==> config.mk <==
export PLATFORM = sky130hd
export DESIGN_NAME = custom_base_integer_parser_core
export DESIGN_NICKNAME = d
export VERILOG_FILES = /design/src/rtl/cbip_pkg.sv /design/src/rtl/cbip_alpha.sv /design/src/rtl/custom_base_integer_parser_core.sv
export VERILOG_INCLUDE_DIRS = /design/src /design/src/rtl
export SDC_FILE = /design/constraint.sdc
export NUM_CORES = 2
export LEC_CHECK = 0
export BUFFER_PORTS_ARGS = -buffer_cell sky130_fd_sc_hd__buf_2
export CORE_ASPECT_RATIO = 2
export CORE_MARGIN = 2
export CORE_UTILIZATION = 45
export CTS_BUF_LIST = sky130_fd_sc_hd__clkbuf_4 sky130_fd_sc_hd__clkbuf_8
export DETAILED_ROUTE_END_ITERATION = 12
export GPL_TIMING_DRIVEN = 0
export PLACE_DENSITY = 0.62
export SKIP_CTS_REPAIR_TIMING = 1
export SYNTH_ARGS = -nofsm -noshare
export SYNTH_HDL_FRONTEND = slang
export SYNTH_SLANG_ARGS = --single-unit
==> constraint.sdc <==
create_clock -name clk -period 8.61 [get_ports clk]
set_input_delay 1.722 -clock clk [delete_from_list [all_inputs] [get_ports clk]]
set_output_delay 1.722 -clock clk [all_outputs]
set_load 0.02 [all_outputs]
==> src/rtl/assert_macros.svh <==
// Assertion macros shared by the RTL. Synthesis builds define SYNTH to drop them.
`ifndef ASSERT_MACROS_SVH
`define ASSERT_MACROS_SVH

`ifndef SYNTH

// Checks that a property holds at every rising edge outside reset.
`define ASSERT_PROP(label, clk, rst, prop) \
  label: assert property (@(posedge clk) disable iff (rst) prop) \
    else $error("%m: property failed");

// Checks that a condition never holds at a rising edge outside reset.
`define ASSERT_NEVER(label, clk, rst, expr) \
  label: assert property (@(posedge clk) disable iff (rst) !(expr)) \
    else $error("%m: forbidden condition seen");

`else

`define ASSERT_PROP(label, clk, rst, prop)
`define ASSERT_NEVER(label, clk, rst, expr)

`endif

`endif

==> src/rtl/cbip_pkg.sv <==
package cbip_pkg;

  localparam int MAX_BASE  = 16;
  localparam int ALPHA_MAX = 16;
  localparam int DIGIT_W   = $clog2(ALPHA_MAX);
  localparam int LEN_W     = $clog2(ALPHA_MAX + 1);
  localparam int CHAR_W    = 8;
  localparam int VALUE_W   = 32;
  localparam int CFG_IDX_W = 2;
  localparam int CFG_DATA_W = 64;

  localparam logic [CFG_IDX_W-1:0] CFG_ALPHA_LOW  = 2'd0;
  localparam logic [CFG_IDX_W-1:0] CFG_ALPHA_HIGH = 2'd1;
  localparam logic [CFG_IDX_W-1:0] CFG_BASE_LEN   = 2'd2;

  localparam logic [CHAR_W-1:0] CH_TAB   = 8'h09;
  localparam logic [CHAR_W-1:0] CH_LF    = 8'h0A;
  localparam logic [CHAR_W-1:0] CH_VT    = 8'h0B;
  localparam logic [CHAR_W-1:0] CH_FF    = 8'h0C;
  localparam logic [CHAR_W-1:0] CH_CR    = 8'h0D;
  localparam logic [CHAR_W-1:0] CH_SPACE = 8'h20;
  localparam logic [CHAR_W-1:0] CH_PLUS  = 8'h2B;
  localparam logic [CHAR_W-1:0] CH_MINUS = 8'h2D;
  localparam logic [CHAR_W-1:0] CH_NUL   = 8'h00;

  typedef enum logic [1:0] {
    PH_BLANK = 2'd0,
    PH_SIGN  = 2'd1,
    PH_DIGIT = 2'd2,
    PH_STOP  = 2'd3
  } phase_t;

  typedef struct packed {
    logic [CHAR_W-1:0] char_code;
    logic              end_of_string;
  } in_item_t;

  typedef struct packed {
    logic signed [VALUE_W-1:0] parsed_value;
    logic                      alphabet_invalid;
  } out_item_t;

  typedef struct packed {
    logic               hit;
    logic [DIGIT_W-1:0] digit;
    logic [LEN_W-1:0]   used_len;
    logic               bad;
  } alpha_info_t;

  function automatic logic is_blank(input logic [CHAR_W-1:0] c);
    return (c == CH_TAB) || (c == CH_LF) || (c == CH_VT) || (c == CH_FF) ||
           (c == CH_CR) || (c == CH_SPACE);
  endfunction

  function automatic logic is_sign(input logic [CHAR_W-1:0] c);
    return (c == CH_PLUS) || (c == CH_MINUS);
  endfunction

endpackage

==> src/rtl/cbip_alpha.sv <==
module cbip_alpha (
  input  logic [cbip_pkg::CFG_DATA_W-1:0] alphabet_low,
  input  logic [cbip_pkg::CFG_DATA_W-1:0] alphabet_high,
  input  logic [cbip_pkg::LEN_W-1:0]      base_len,
  input  logic [cbip_pkg::CHAR_W-1:0]     char_code,
  output cbip_pkg::alpha_info_t           info
);
  import cbip_pkg::*;

  logic [2*CFG_DATA_W-1:0] alpha_flat;
  logic [CHAR_W-1:0]       chars [ALPHA_MAX];
  logic [ALPHA_MAX-1:0]    in_use;
  logic [ALPHA_MAX-1:0]    match;
  logic [ALPHA_MAX-1:0]    char_bad;
  logic [LEN_W-1:0]        used_len;
  logic [DIGIT_W-1:0]      first_hit;

  assign alpha_flat = {alphabet_high, alphabet_low};
  assign used_len   = (base_len > LEN_W'(MAX_BASE)) ? '0 : base_len;

  always_comb begin
    for (int k = 0; k < ALPHA_MAX; k++) begin
      chars[k]  = alpha_flat[k*CHAR_W +: CHAR_W];
      in_use[k] = LEN_W'(k) < used_len;
      match[k]  = in_use[k] && (chars[k] == char_code);
    end
  end

  // The lowest matching index wins, so scan downward and let lower hits overwrite.
  always_comb begin
    first_hit = '0;
    for (int k = ALPHA_MAX - 1; k >= 0; k--) begin
      if (match[k]) begin
        first_hit = DIGIT_W'(k);
      end
    end
  end

  always_comb begin
    for (int a = 0; a < ALPHA_MAX; a++) begin
      char_bad[a] = in_use[a] && ((chars[a] == CH_NUL) || is_sign(chars[a]) ||
                                  is_blank(chars[a]));
      for (int b = a + 1; b < ALPHA_MAX; b++) begin
        if (in_use[a] && in_use[b] && (chars[a] == chars[b])) begin
          char_bad[a] = 1'b1;
        end
      end
    end
  end

  assign info = '{hit:      |match,
                  digit:    first_hit,
                  used_len: used_len,
                  bad:      (used_len < LEN_W'(2)) || (|char_bad)};

endmodule

==> src/rtl/custom_base_integer_parser_core.sv <==
// Signed integer parser over a configurable digit alphabet of up to 16 characters. One
// character enters per item and a new item is taken every clock cycle, save while a last
// character waits in the input register for the result register to drain. The result
// passes the input register and a result register. The per-character step (alphabet
// lookup, one 32-by-5 multiply-add and the sign bookkeeping) is combinational logic,
// which sets the one-item-per-cycle rate. Leading blanks are skipped, any run of plus and
// minus signs sets the sign by the parity of the minus signs, and digits accumulate
// modulo 2^32 until the first character outside the alphabet. An invalid alphabet (fewer
// than two characters, a repeat, a sign, a blank or a zero byte) gives the value 0 with
// alphabet_invalid set. Write the alphabet registers only while no string is in flight.
`include "assert_macros.svh"

module custom_base_integer_parser_core (
  input  logic                            clk,
  input  logic                            rst,
  input  logic                            in_valid,
  output logic                            in_ready,
  input  cbip_pkg::in_item_t              in_data,
  output logic                            out_valid,
  input  logic                            out_ready,
  output cbip_pkg::out_item_t             out_data,
  input  logic                            cfg_valid,
  output logic                            cfg_ready,
  input  logic [cbip_pkg::CFG_IDX_W-1:0]  cfg_index,
  input  logic [cbip_pkg::CFG_DATA_W-1:0] cfg_data
);
  import cbip_pkg::*;

  logic [CFG_DATA_W-1:0] alphabet_low;
  logic [CFG_DATA_W-1:0] alphabet_high;
  logic [LEN_W-1:0]      base_len;

  logic         s1_valid;
  in_item_t     s1_item;
  logic         advance;
  logic         finish;

  phase_t       phase;
  phase_t       phase_next;
  logic         parity;
  logic         parity_next;
  logic [VALUE_W-1:0] acc;
  logic [VALUE_W-1:0] acc_next;
  logic [VALUE_W-1:0] acc_work;
  logic [VALUE_W-1:0] value_work;
  logic         parity_work;
  phase_t       phase_work;

  alpha_info_t  info;
  out_item_t    out_next;

  assign cfg_ready = 1'b1;

  always_ff @(posedge clk) begin
    if (rst) begin
      alphabet_low  <= '0;
      alphabet_high <= '0;
      base_len      <= '0;
    end else if (cfg_valid) begin
      unique case (cfg_index)
        CFG_ALPHA_LOW:  alphabet_low  <= cfg_data;
        CFG_ALPHA_HIGH: alphabet_high <= cfg_data;
        CFG_BASE_LEN:   base_len      <= cfg_data[LEN_W-1:0];
        default: ;
      endcase
    end
  end

  // A character that ends no string never needs the result register.
  assign advance  = s1_valid && (!s1_item.end_of_string || !out_valid || out_ready);
  assign finish   = advance && s1_item.end_of_string;
  assign in_ready = !s1_valid || advance;

  always_ff @(posedge clk) begin
    if (rst) begin
      s1_valid <= 1'b0;
    end else if (in_ready) begin
      s1_valid <= in_valid;
    end
  end

  always_ff @(posedge clk) begin
    if (in_ready && in_valid) begin
      s1_item <= in_data;
    end
  end

  cbip_alpha u_alpha (
    .alphabet_low  (alphabet_low),
    .alphabet_high (alphabet_high),
    .base_len      (base_len),
    .char_code     (s1_item.char_code),
    .info          (info)
  );

  always_comb begin
    phase_work  = phase;
    parity_work = parity;
    acc_work    = acc;
    if (phase == PH_BLANK && !is_blank(s1_item.char_code)) begin
      phase_work = PH_SIGN;
    end
    if (phase_work == PH_SIGN) begin
      if (is_sign(s1_item.char_code)) begin
        parity_work = parity ^ (s1_item.char_code == CH_MINUS);
      end else begin
        phase_work = PH_DIGIT;
      end
    end
    // Reaching the digit phase here means the parse had not stopped before this item.
    if (phase_work == PH_DIGIT) begin
      if (info.hit) begin
        acc_work = VALUE_W'(acc * VALUE_W'(info.used_len)) + VALUE_W'(info.digit);
      end else begin
        phase_work = PH_STOP;
      end
    end
    value_work = parity_work ? (VALUE_W'(0) - acc_work) : acc_work;

    out_next.parsed_value     = info.bad ? '0 : value_work;
    out_next.alphabet_invalid = info.bad;

    phase_next  = phase;
    parity_next = parity;
    acc_next    = acc;
    if (finish) begin
      phase_next  = PH_BLANK;
      parity_next = 1'b0;
      acc_next    = '0;
    end else if (advance) begin
      phase_next  = phase_work;
      parity_next = parity_work;
      acc_next    = acc_work;
    end
  end

  always_ff @(posedge clk) begin
    if (rst) begin
      phase  <= PH_BLANK;
      parity <= 1'b0;
      acc    <= '0;
    end else begin
      phase  <= phase_next;
      parity <= parity_next;
      acc    <= acc_next;
    end
  end

  always_ff @(posedge clk) begin
    if (rst) begin
      out_valid <= 1'b0;
    end else if (finish) begin
      out_valid <= 1'b1;
    end else if (out_ready) begin
      out_valid <= 1'b0;
    end
  end

  always_ff @(posedge clk) begin
    if (finish) begin
      out_data <= out_next;
    end
  end

  `ASSERT_NEVER(a_invalid_gives_zero, clk, rst,
                out_valid && out_data.alphabet_invalid && (out_data.parsed_value != 0))
  `ASSERT_PROP(a_clear_after_last, clk, rst, finish |=> (phase == PH_BLANK) && !parity && (acc == '0))
  `ASSERT_PROP(a_stop_holds, clk, rst, (phase == PH_STOP) && !finish |=> (phase == PH_STOP))
  `ASSERT_PROP(a_stalled_item_kept, clk, rst, s1_valid && !advance |=> s1_valid && $stable(s1_item))
  `ASSERT_PROP(a_no_overwrite, clk, rst, out_valid && !out_ready |-> !finish)

endmodule
==> key figures <==
Run status
  • Outcome: complete, but fails checks
  • Failing checks: capacitance limit, slew limit

Placed design
  • Area post-placement: between 0.03 and 0.04 sq mm
  • GPL Wtd Cong: 1.10
  • Pre-CTS WS: -1.08 ns
  • Dpl hpwl: approximately 120000 um
  • # port buffers: approximately 110

Worst setup path
  • Reg-to-reg endpoint: out_data[32]$_SDFFCE_PP0P_
  • Critical path required time: ~9 ns
  • Critical path arrival: ~9 ns
  • CP startpoint: base_len[3]$_SDFFE_PP0P_
  • Crit Path Max Fanout: 10
  • Endpoint class of the critical path: flop
  • Setup CP Type: flop to flop
  • CP Launch Type: flop
  • Worst-case reg-to-reg path depth: 22
  • Critical Path End: out_data[32]$_SDFFCE_PP0P_
  • Worst r2r src: base_len[3]$_SDFFE_PP0P_
  • Worst R2R Setup Slack: slightly below 0.08 ns

Finish
  • Post-route cell area: 0.0315 sq mm
  • Final net count: 4087
  • Area grow syn2layout: 9.01%
  • Most common cell after layout, fill and taps aside: xnor2_1
  • Most frequent cells in the layout: 710 x xnor2_1, 440 x xor2_1, 394 x nand2_1, 296 x buf_2, 214 x a21oi_1
  • Layout Utilization: 0.495
  • Layout cell share with drive strength beyond 1: 0.111

Global route
  • First-pass GRT wire length: around 240000 um
  • Vias in the first global route: about 31000
  • Initial antenna violation count: 10
  • Global route total overflow: 0
  • GRT Total Usage: 0.517
  • Largest net degree at the start of global routing: 36

Detailed routing
  • Post-DRT Antenna Nets: 0
  • Pre-antenna DRT Iters: 12
  • Drt total wl: ~170000 um
  • Per-cell routed wire length: about 36 um
  • Vias after detailed routing: 31200
  • Iteration-0 DRC Markers: about 3800
  • Routed vias/inst: 6.65
  • # DRC: 0

Die
  • Num ports: approximately 120
  • Die area: between 0.06 and 0.07 sq mm
  • Core area: roughly 0.064 sq mm
  • Site row count: 131
  • Height of the die: between 300 and 400 um
  • Die Width: about 180 um
  • Initial core utilization: 0.454

STA
  • Final WS setup: roughly 0.078 ns
  • Min Hold Slack: approximately 0.50 ns
  • Fin. Hold Viols: 0
  • TNS Setup: 0 ns
  • Slew Viols, Final: 63
  • Tcrit/Tclk final: 0.991
  • Worst Tran Pin Value: 1.67 ns
  • FMAX: about 120 MHz
  • Crit path time final: roughly 8.5 ns
  • Max_slew headroom: -0.116
  • Final Setup Violations: 0
  • Skew final: 0.0722 ns

Run
  • Max_cap viols: 7

Synthesis
  • Mapped Area: 0.0289 sq mm
  • Unique masters post-synth: between 90 and 100
  • Number of synthesized flops with an enable pin: 42
  • Area leader, netlist: xnor2_1
  • Asr flop ratio synth: 0
  • YS warnings: 0
  • Synth Register Bits: around 210
  • Register area share after synthesis: 0.161
  • Avg Cell Area, Syn: just under 8 sq um
  • Syn Inst Count: around 3700
  • Yosys top cell area share: 0.215
  • Ys flop type: dfxtp_1
  • Area contributors post-synth: xnor2_1 22%, xor2_1 13%, dfxtp_1 12%
  • Post-Synthesis Net Count: about 4000

Clock network
  • TritonCTS Buffers: 37
  • CTS tree: yes
  • Num Clock Sinks: ~210
  • Clk_lat worst skew: between 0.6 and 0.7 ns
  • CTS root buf: clkbuf_8
  • CTS max path bufs: 3
  • Clk slew on worst S/H paths: ~0.07 ns
  • CTS H-tree depth: 2

Power
  • Pleak: around 13 nW
  • Pwr per Cell Area: ~110 mW/mm^2
  • Peak supply drop: around 0.18 mV

Hold path
  • Min-Delay Path Class: flop to flop
==> through the flow <==
stage          total power [W]  instances
3_5_place_dp           0.00228       4615
5_1_grt                0.00360       4690
2_1_floorplan          0.00186       3704
4_1_cts                0.00342       4678
6_report               0.00353       4694
3_3_place_gp           0.00228       4615
==> critical path: stages (launching register included) <==
cell       delay [ns]
dfxtp_1          0.36
buf_6            0.17
and3b_1          0.20
a21oi_1          1.11
nor3_1           0.31
or4_4            0.67
nor2_1           0.19
nor3_2           0.11
fa_1             0.50
ha_1             0.30
fa_1             0.45
ha_1             0.30
a211oi_1         0.41
o211ai_1         0.16
buf_4            0.19
a221oi_4         0.56
xnor2_1          0.29
a2111oi_2        0.60
o2111ai_1        0.29
o31ai_2          0.53
and4_1           0.28
a31oi_1          0.09
a41oi_1          0.24
==> synth_stat cells (5+ instances only) <==
cell,count
a21o_1,15
nor2b_1,15
a31oi_1,26
nor3b_1,9
o211ai_1,8
and4_1,6
and3_1,15
xnor2_1,710
or4_1,14
mux2i_1,29
o2111ai_1,5
a22o_1,16
a21oi_1,215
buf_2,183
and2_1,79
o21bai_1,6
o41ai_1,6
nor2_1,163
buf_4,5
edfxtp_1,42
o31ai_1,11
ha_1,63
nand2b_1,23
o21ai_0,49
dfxtp_1,170
a41oi_1,6
nor3_1,70
nand4_1,183
o21a_1,12
buf_1,87
xor2_1,440
a211oi_1,49
inv_1,113
nor4_1,128
nand3_1,19
clkbuf_1,112
nand2_1,394
fa_1,86
o22ai_1,8
or3_1,20
==> routing by layer <==
layer / part of all wire / global-route usage
met3: 0.10 / 0.211
met2: 0.45 / 0.799
met4: 0.15 / 0.605
met5: 0.00045 / 0.0204
met1: 0.30 / 0.476
==> kinds of logic (layout without fill, tap and decap cells) <==
logic type	Yosys count	count (layout)	synth area share
compound gates	488	488	0.110
xor+xnor	1150	1150	0.349
fa+ha+maj	149	149	0.0869
buf+inv	504	682	0.0751
flops	212	212	0.161
mux	37	37	0.0136
other cells	1	15	0.000130
simple gates	1163	1163	0.204
==> report_power, final <==
group / internal (W) / leakage, nW / switching (W)
logic: 0.000424 / 11.1 / 0.000862
registers: 0.00104 / 1.79 / 0.0000289
clock network: 0.000627 / 0.430 / 0.000547
total: 0.00210 / 13.3 / 0.00144
==> worst min path at each step <==
stage | slack, ns | end | cells after the start | start
after floorplan | 0.45 | phase[0]$_SDFFE_PP0P_ | 2 | phase[0]$_SDFFE_PP0P_
after global placement | 0.49 | phase[0]$_SDFFE_PP0P_ | 2 | phase[0]$_SDFFE_PP0P_
after detailed placement | 0.49 | phase[0]$_SDFFE_PP0P_ | 2 | phase[0]$_SDFFE_PP0P_
after CTS | 0.50 | phase[0]$_SDFFE_PP0P_ | 2 | phase[0]$_SDFFE_PP0P_
after global routing | 0.56 | phase[0]$_SDFFE_PP0P_ | 2 | phase[0]$_SDFFE_PP0P_
final | 0.50 | phase[0]$_SDFFE_PP0P_ | 2 | phase[0]$_SDFFE_PP0P_
==> layout make-up <==
type                            count  area (sq um)
Timing Repair Buffer              116           616
Antenna cell                       14          35.0
Sequential cell                   212          4660
Inverter                          113           424
Clock buffer                       43           573
Multi-Input combinational cell   2988         22200
Fill cell                        6624         32100
Clock inverter                     20           263
Tap cell                          798           998
Buffer                            390          1760
==> sequential cells by signal, summed over array words and instances, names as in the netlist <==
| name | cells |
|---|---|
| alphabet_low | 64 |
| out_valid | 1 |
| acc | 32 |
| s1_item | 9 |
| phase | 2 |
| s1_valid | 1 |
| alphabet_high | 64 |
| base_len | 5 |
| out_data | 33 |
| parity | 1 |
Power figures use the tool's default switching activity.
